[config.mk]
export PLATFORM = sky130hd
export DESIGN_NAME = ptnc_dist
export DESIGN_NICKNAME = d
export VERILOG_FILES = /design/src/ptnc_pkg.sv /design/src/ptnc_dist.sv
export SDC_FILE = /design/constraint.sdc
export NUM_CORES = 1
export LEC_CHECK = 0
export BUFFER_PORTS_ARGS = -buffer_cell sky130_fd_sc_hd__clkbuf_2
export CAP_MARGIN = 20
export CORE_MARGIN = 10
export CORE_UTILIZATION = 51
export CTS_CLUSTER_SIZE = 30
export DETAILED_ROUTE_END_ITERATION = 16
export GPL_TIMING_DRIVEN = 1
export PLACE_DENSITY = 0.73
export SYNTH_ARGS = -nofsm -noshare
export SYNTH_HDL_FRONTEND = slang
export SYNTH_SLANG_ARGS = --single-unit
[constraint.sdc]
create_clock -name clk -period 9.94 [get_ports clk]
set_input_delay 1.491 -clock clk [delete_from_list [all_inputs] [get_ports clk]]
set_output_delay 1.491 -clock clk [all_outputs]
set_load 0.02 [all_outputs]
[src/ptnc_pkg.sv]
// ----------------------------------------------------------------------------
// ptnc_pkg: shared types and constants
// Command codes, count and distance widths, and the distance beat struct
// passed from the distance stage to the search control.
// ----------------------------------------------------------------------------
package ptnc_pkg;

  localparam int CMD_W  = 3;
  localparam int CNT_W  = 9;
  localparam int COMP_W = 8;
  localparam int ENT_W  = 32;
  localparam int DIST_W = 18;

  localparam logic [CMD_W-1:0] CMD_WRITE  = 3'd0;
  localparam logic [CMD_W-1:0] CMD_READ   = 3'd1;
  localparam logic [CMD_W-1:0] CMD_SEARCH = 3'd2;
  localparam logic [CMD_W-1:0] CMD_MAP    = 3'd3;
  localparam logic [CMD_W-1:0] CMD_RESIZE = 3'd4;

  localparam logic [DIST_W-1:0] DIST_START = 18'h30000;

  typedef struct packed {
    logic              valid;
    logic              match;
    logic [CNT_W-1:0]  tag;
    logic [DIST_W-1:0] sq_dist;
  } dist_res_t;

endpackage

[src/ptnc_dist.sv]
// ----------------------------------------------------------------------------
// ptnc_dist: registered color distance stage
// Squared RGB distance and exact-match flag of one entry against the
// search color, with the entry position carried along as a tag.
// ----------------------------------------------------------------------------
module ptnc_dist
  import ptnc_pkg::*;
(
  input  logic              clk,
  input  logic              rst,
  input  logic              valid,
  input  logic [CNT_W-1:0]  tag,
  input  logic [ENT_W-1:0]  entry,
  input  logic [COMP_W-1:0] red,
  input  logic [COMP_W-1:0] green,
  input  logic [COMP_W-1:0] blue,
  output dist_res_t         res
);

  logic [COMP_W-1:0]   dr, dg, db;
  logic [2*COMP_W-1:0] sr, sg, sb;
  logic [DIST_W-1:0]   sum;
  logic                match;

  always_comb begin
    dr = (entry[7:0] > red) ? entry[7:0] - red : red - entry[7:0];
    dg = (entry[15:8] > green) ? entry[15:8] - green : green - entry[15:8];
    db = (entry[23:16] > blue) ? entry[23:16] - blue : blue - entry[23:16];
    sr = dr * dr;
    sg = dg * dg;
    sb = db * db;
    sum = DIST_W'(sr) + DIST_W'(sg) + DIST_W'(sb);
    match = (entry[7:0] == red) && (entry[15:8] == green) && (entry[23:16] == blue);
  end

  always_ff @(posedge clk) begin
    if (rst) begin
      res.valid <= 1'b0;
    end else begin
      res.valid <= valid;
    end
    res.match   <= match;
    res.tag     <= tag;
    res.sq_dist <= sum;
  end

endmodule
* After elaboration in Yosys (flattened, before gate mapping)
Index checks and enable logic that the tools add are counted.
** Storage, ports and cells
- Bits of input ports :: 68
- Output and inout port bits :: 29
- Flip-flop bits (word level) :: 29
- Word-level logic and storage cells :: 26
** Cells by class
- Muxes and demuxes :: 3
- Multiply operators :: 3
- Reductions and logical operators :: 2
- $lt $le $gt $ge :: 3
- Equality and inequality tests :: 3
- $add $sub $neg :: 8
** Operators by type and width (number)
- 8-bit by 8-bit multiplier with 16-bit output :: 3
- 8-bit subtractor :: 6
- 8-bit == test :: 3
- 8-bit greater-than comparator :: 3
- 8-bit 2-to-1 mux :: 3
- 17-bit by 16-bit adder with 18-bit output :: 1
- 16-bit by 16-bit adder with 17-bit output :: 1
- 1-bit logical AND :: 2

* Logic depth before layout (Yosys ltp)
Gate-level depths: netlist (run 1).
- Depth after elaboration :: 5
- Depth in mapped cells :: 32
- Depth with buffers taken out :: 31

* Worst setup path before layout (run 1)
OpenSTA, ideal clock, no wires.
- Path kind :: input-to-reg
- Start point :: in entry[0]
- End point :: reg res[16] (netlist bit)
- Setup slack :: 0.953 ns
- Buffers on the path :: 1
- Library setup time :: 0.072 ns
- Stages on the path :: 31
- Required time :: 9.868 ns
- Data arrival time :: 8.914 ns
- Path through :: inv_1 -> ha_1 -> inv_1 -> fa_1 -> a21o_1 -> a21oi_1 -> o21ai_0 -> o211ai_2 -> mux2i_1 -> xor2_1 -> clkbuf_1 -> or2_2 -> fa_1 -> inv_1 -> fa_1 -> inv_1 -> fa_1 -> fa_1 -> inv_1 -> fa_1 -> inv_1 -> fa_1 -> fa_1 -> inv_1 -> ha_1 -> nand2_1 -> o21ai_0 -> o41ai_1 -> o21ai_0 -> a221oi_1 -> xnor2_1
** On the way
- Longest elaborated chain between the ends :: 5
** RTL lines
- from (decl) :: line ptnc_dist.sv:13 : input logic [ENT_W-1:0] entry,
- 8-bit subtractor or 8-bit greater-than comparator (tied branches) :: line ptnc_dist.sv:26 : dr = (entry[7:0] > red) ? entry[7:0] - red : red - entry[7:0];
- 8-bit 2-to-1 mux (*) :: line ptnc_dist.sv:26
- 8-bit by 8-bit multiplier with 16-bit output (*) :: line ptnc_dist.sv:29 : sr = dr * dr;
- 16-bit by 16-bit adder with 17-bit output (*) :: line ptnc_dist.sv:32 : sum = DIST_W'(sr) + DIST_W'(sg) + DIST_W'(sb);
- 17-bit by 16-bit adder with 18-bit output (*) :: line ptnc_dist.sv:32
- net sum[16] :: line ptnc_dist.sv:22 : logic [DIST_W-1:0] sum;
- to (decl) :: line ptnc_dist.sv:17 : output dist_res_t res
Mark *: on every way through the listed nets, which the timed path passes. The rest lies on a longest branch.
A chain may end at the register's enable or synchronous reset.

* Final worst setup path (run 1)
Ends and elaborated chain as after synthesis.

==> results.md, run 1 <==
- FILL cells: 1383
- Total track usage: 16.2%
- CP startpoint: entry[0]
- Root Driver: clkbuf_16
- Largest Register: res
- Delay-heaviest family, CP: adder cells
- Layout area overhead: 11.7%
- Hold crit path type: primary input to flip-flop
- DR vias/cell: 4.85
- Crit start category: primary input
- Worst EP required: 10150 ps
- Status: finished clean
- Row count: 45
- Core outline area: 15300 sq um
- Worst Path Arrival: 9580 ps
- Via count: 5854
- First-pass GRT wire length: 29000 um
- RSZ-0062 raised after global routing: no
- Post-synthesis cell area: 8010 sq um
- Synth Register Bits: 29
- Maximum buffer depth of the clock tree: 2
- Post-synth EDFFs: 0
- Async set-or-reset flop fraction in the synthesized netlist: 0%
- Synth warn: 0
- Crit Path Category: primary input to flip-flop
- ANT nets after route: 0
- Die ar.: 21100 sq um
- Post-synthesis cell count: 895
- # IOs: 97
- Cells after DPL: 1199
- Register area share after synthesis: 7.25%
- CP peak stage delay: 580 ps
- Die X: 145 um
- Die height: 145 um
- Vias in the first global route: 6344
- Layout cell share with drive strength beyond 1: 14.8%
- Final setup fails: 0
- Crit-path max FO: 7
- TritonCTS clock tree: built
- Antenna violations before repair: 0
- Clock sinks: 29
- Fin Setup TNS: 0 ps
- Slew at the pin with the worst max-slew slack: 690 ps
- CTS H-tree lvls: 2
- Minimum clock period after layout: 9370 ps
- Non-Filler Instances: 1207
- Synth unique cells: 54
- Initial core utilization: 52.3%
- Rel. slew slack: 53.7%
- Top cell type's share of synthesized area: 34.8%
- Final hold viol count: 0
- Routability cong.: 0.905
- Drt total wl: 16500 um
- Iter 0 DRT Violations: 269
- Prevailing post-synth register cell: dfxtp_1
- Largest net degree at the start of global routing: 13
- Regs by FF count: res: 29 flops
- CTS clk-pin slew, worst paths: 50 ps
- Slew Viols, Final: 0
- TritonCTS buffer count: 5
- Routed len/inst: 13.6 um
- Largest cells by area after synthesis: fa_1 35%, ha_1 19%, inv_1 12%, dfxtp_1 7.3%, nor2_1 3.9%
- Critical path buffers and inverters: 7
- DP HPWL: 14600 um
- IO buf count: 88
- Flip-flop count of the largest register after layout: 29
- Critical Path Sink Type: flip-flop
- N_diodes: 0
- First drt pass iteration count: 4
- Max_cap viols: 0
- Final period utilization: 94.3%
- Mean Syn Cell Area: 8.95 sq um
- Total grt overflow: 0
- Largest area contributor in the netlist: fa_1
- Buffer count from post-CTS setup fixing: 0
- Syn nets: 1226
- Max Freq: 0.107 GHz
- Slowest-stage cell, CP: xnor2_1
- Final nets: 1326
- Start point of the worst hold path: tag[5]
- DRC Markers: 0
- Most used cell, CP: fa_1
- Hold-fix buffers, CTS: 0
per-layer routing:
layer | wire length [um] | share of wire [%] | track usage, % | up-vias
met3 | 723 | 4.4 | 2.64 | 14
met4 | 206 | 1.3 | 3.64 | 0
met2 | 8800 | 53 | 30.2 | 90
met1 | 6740 | 41 | 18.9 | 2826
met5 | 0 | 0 | 0 | -
li1 | - | - | - | 2924
cells in the mapped netlist (2+ instances only):
cell type and n:
inv_1 247, fa_1 139, ha_1 124, nor2_1 83
a21oi_1 38, dfxtp_1 29, xnor2_1 20, nand2_1 19
nand2b_1 19, mux2i_1 18, o21ai_0 17, a21o_1 14
xor2_1 14, or2_2 13, nor2b_1 11, clkbuf_1 9
nand3_1 7, buf_2 6, nor3_1 6, o21bai_1 5
a31oi_1 4, nand4_1 4, a211oi_1 3, and2_1 3
and3_1 3, nand3b_1 3, a211oi_4 2, a21boi_0 2
a221o_2 2, a221oi_1 2, inv_2 2, o211ai_1 2
o21a_1 2, or2b_1 2, or3_1 2
through the flow:
| stage | util (%) | hold WS (ps) | instance area [sq um] | setup WS (ps) |
|---|---|---|---|---|
| 3_5_place_dp | 57.4 | 1600 | 8790 | 291 |
| 2_1_floorplan | - | 1520 | 8010 | 953 |
| 4_1_cts | 58.3 | 1300 | 8940 | 558 |
| 6_report | 58.4 | 1300 | 8940 | 570 |
| 5_1_grt | 58.4 | 1300 | 8940 | 16.4 |
| 3_3_place_gp | 57.4 | 1590 | 8790 | 327 |
cell type report:
| type | instances | area [sq um] | area share, % |
|---|---|---|---|
| tap | 211 | 264 | 2.95 |
| multi-input combinational | 601 | 6420 | 71.8 |
| clock buffer | 5 | 125 | 1.40 |
| sequential | 29 | 581 | 6.49 |
| clock inverter | 3 | 17.5 | 0.196 |
| inverter | 249 | 935 | 10.5 |
| timing repair buffer | 109 | 598 | 6.69 |
timing repair:
item                       in CTS  in global routing
resized for setup               0                  1
hold endpoints to repair        0                  0
setup endpoints to repair       0                  1
final timing paths:
path | cells after the start | end
worst max-delay path | 30 | res[16]
worst min-delay path | 1 | res[23]
cells by family after synthesis:
kind of cell | share of synthesized area, %
adder cells (fa/ha/maj) | 54.1
buffers and inverters | 12.6
multiplexers | 2.39
XOR/XNOR | 3.92
flip-flops | 7.25
AO/OA/AOI/OAI | 8.64
AND/OR/NAND/NOR | 11.0
layout by cell type, fill, tap and decap left out, types with 3 or more instances in the layout:
cell / instances
or2_2: 13
mux2i_1: 18
nand3b_1: 3
a21oi_1: 38
inv_1: 247
dfxtp_1: 29
and2_1: 3
o21bai_1: 5
a211oi_1: 3
xnor2_1: 20
nand3_1: 7
nor3_1: 6
nand2b_1: 19
ha_1: 124
a21o_1: 14
a31oi_1: 4
o21ai_0: 17
buf_4: 21
fa_1: 139
clkbuf_16: 5
nor2b_1: 11
nand2_1: 19
nand4_1: 4
xor2_1: 13
and3_1: 3
clkbuf_2: 88
nor2_1: 83
Power of run 1 is left out: the tool's default activity adds up to more than one toggle a clock period on the data nets, which glitch-free logic cannot reach.
==> run 2: changes to the inputs <==
--- a/config.mk
+++ b/config.mk
@@ -12,7 +12,8 @@
 export CTS_CLUSTER_SIZE = 30
 export DETAILED_ROUTE_END_ITERATION = 16
 export GPL_TIMING_DRIVEN = 1
-export PLACE_DENSITY = 0.73
+export PLACE_DENSITY = 0.76
+export RECOVER_POWER = 25
 export SYNTH_ARGS = -nofsm -noshare
 export SYNTH_HDL_FRONTEND = slang
 export SYNTH_SLANG_ARGS = --single-unit
==> constraint.sdc (replaced) <==
create_clock -name clk -period 7.7 [get_ports clk]
set_input_delay 1.155 -clock clk [delete_from_list [all_inputs] [get_ports clk]]
set_output_delay 1.155 -clock clk [all_outputs]
set_load 0.02 [all_outputs]
==> run 2 against run 1 <==
Sequential share of layout area shrank 1.3 points. Global-route usage grew 2.2 points. Flip-flop and latch count is the same. Worst setup slack lost 1100 ps. Final cell count grew 17%. Critical path depth grew 2. The run now ends with negative setup slack left.
==> results.md, run 2 (same netlist as run 1, synthesis figures left out) <==
- Grt met3 use: 2.48% (-0.16 points)
- Minimum clock period after layout: 8180 ps
- RSZ-0062 raised after global routing: yes
- Layout cell share with drive strength beyond 1: 37.0% (+22 points)
- TritonCTS buffer count: 5 (unchanged)
- GRT busiest layer: met2
- Slowest-stage cell, CP: fa_1
- Antenna violations before repair: 0 (unchanged)
- Status: finished with violations
- Routability cong.: 0.920 (+1.6%)
- Hold crit path type: primary input to flip-flop
- Vias in the first global route: 7538 (+19%)
- CTS clk-pin slew, worst paths: 50 ps (about the same)
- DR vias/cell: 4.89 (+0.73%)
- Final setup fails: 10 (+10)
- Worst EP required: 7860 ps (-2290 ps)
- Core Util, Final: 72.7% (+14 points)
- Row count: 45 (unchanged)
- First drt pass iteration count: 4 (unchanged)
- Largest net degree at the start of global routing: 13 (unchanged)
- Root Driver: clkbuf_16
- Max Freq: 0.122 GHz
- Via count: 6879 (+18%)
- Final hold viol count: 0 (unchanged)
- Maximum buffer depth of the clock tree: 2 (unchanged)
- Met1 Use GR: 20.0% (+1.1 points)
- DRC Markers: 0 (unchanged)
- IO buf count: 88 (unchanged)
- Core outline area: 15300 sq um (unchanged)
- Total track usage: 18.4% (+2.2 points)
- Routed len/inst: 14.4 um (+5.5%)
- CP peak stage delay: 560 ps (-20 ps)
- First-pass GRT wire length: 33000 um (+14%)
- Iter 0 DRT Violations: 212 (-21%)
- Die X: 145 um (unchanged)
- Crit-path max FO: 7 (unchanged)
- Largest Register: res
- Design area: 11100 sq um (+25%)
- M2 GR Usage: 35.4% (+5.2 points)
- FILL cells: 1061 (-23%)
- Hold-fix buffers, CTS: 0 (unchanged)
- Rel. slew slack: 67.3% (+14 points)
- Commonest non-fill, non-tap cell in the layout: inv_1
- Slew Viols, Final: 0 (unchanged)
- Layout area overhead: 39.1%
- Total grt overflow: 0 (unchanged)
- Die height: 145 um (unchanged)
- TritonCTS clock tree: built
- Critical Path Sink Type: flip-flop
- WHS Endpoint: res[23]
- Max_cap viols: 0 (unchanged)
- Flip-flop count of the largest register after layout: 29 (unchanged)
- Most frequent cells in the layout: 230 x inv_1, 213 x buf_4, 130 x fa_1, 114 x ha_1, 83 x clkbuf_2
- Failing checks: negative setup slack
- CTS H-tree lvls: 2 (unchanged)
- Die ar.: 21100 sq um (unchanged)
- Most used cell, CP: fa_1
- Worst Path Arrival: 8340 ps (-1240 ps)
- Crit start category: primary input
- Final nets: 1527 (+15%)
- Final period utilization: 106%
- N_diodes: 0 (unchanged)
- Start point of the worst hold path: tag[5]
- Crit Path Category: primary input to flip-flop
- # IOs: 97 (unchanged)
- Hold Path Stages: 1 (unchanged)
- ANT nets after route: 0 (unchanged)
- Final WS setup: -481 ps (-1050 ps)
- DP HPWL: 16300 um (+12%)
- Slew at the pin with the worst max-slew slack: 487 ps (-202 ps)
- Drt total wl: 20300 um (+23%)
- Regs by FF count: res: 29 flops
- WHS: 977 ps (-327 ps)
- Placed Area: 10200 sq um (+16%)
- Initial core utilization: 52.3% (unchanged)
- Clock sinks: 29 (unchanged)
## run 2: cell count changes in the layout (fill, tap and decap cells not counted), moves of 9 or more
cell	previous run	this run
ha_4	0	10
inv_2	2	12
nor2_2	0	10
ha_1	124	114
fa_1	139	130
buf_6	0	9
fa_2	0	9
inv_1	247	230
nor2_1	83	70
buf_4	21	213
mux2i_1	18	8
## run 2: metal layers
layer  part of all wire, %  up-vias  routed length [um]
met5                     0        -                   0
met4                   3.3        0                 677
met3                   2.9       52                 587
met2                    56      136               11300
met1                    38     3364                7740
li1                      -     3327                   -
## run 2: layout make-up
class	count	area (sq um)	area share, %
clock buffer	7	153	1.37
multi-input combinational	601	7000	62.9
sequential	29	581	5.21
timing repair buffer	310	2170	19.5
inverter	249	965	8.66
clock inverter	1	5.00	0.0449
tap	211	264	2.37
## run 2: stage by stage
stage	setup WS (ps)	setup TNS, ps	instances
3_5_place_dp	-940	-7530	1365
3_3_place_gp	-732	-5560	1365
2_1_floorplan	-230	-802	895
4_1_cts	-406	-2390	1390
5_1_grt	-721	-5330	1408
6_report	-481	-2910	1408
## run 2: critical path, delay by kind of cell
family,cells,cell delay (ps)
and+or+nand+nor,3,540
AOI/OAI and AO/OA,8,1090
muxes,1,280
xor gates and xnor gates,2,300
adders and majority gates,10,4310
buffers and inverters,8,630
## run 2: how the worst max path moves through the flow
stage	from	depth (start not counted)	end	slack, ps
final	entry[0]	32	res[15]	-480
after global routing	entry[8]	32	res[16]	-720
after CTS	entry[0]	31	res[16]	-410
after detailed placement	entry[0]	31	res[16]	-940
after global placement	entry[0]	31	res[16]	-730
after floorplan	entry[16]	28	res[16]	-230
## run 2: repair_timing
item | CTS | global route
pin swaps | 37 | 59
gates resized for setup | 39 | 74
endpoints found under the setup margin | 11 | 11
gates cloned | 0 | 0
setup buffers | 18 | 19
Power of run 2 is left out for the same reason.
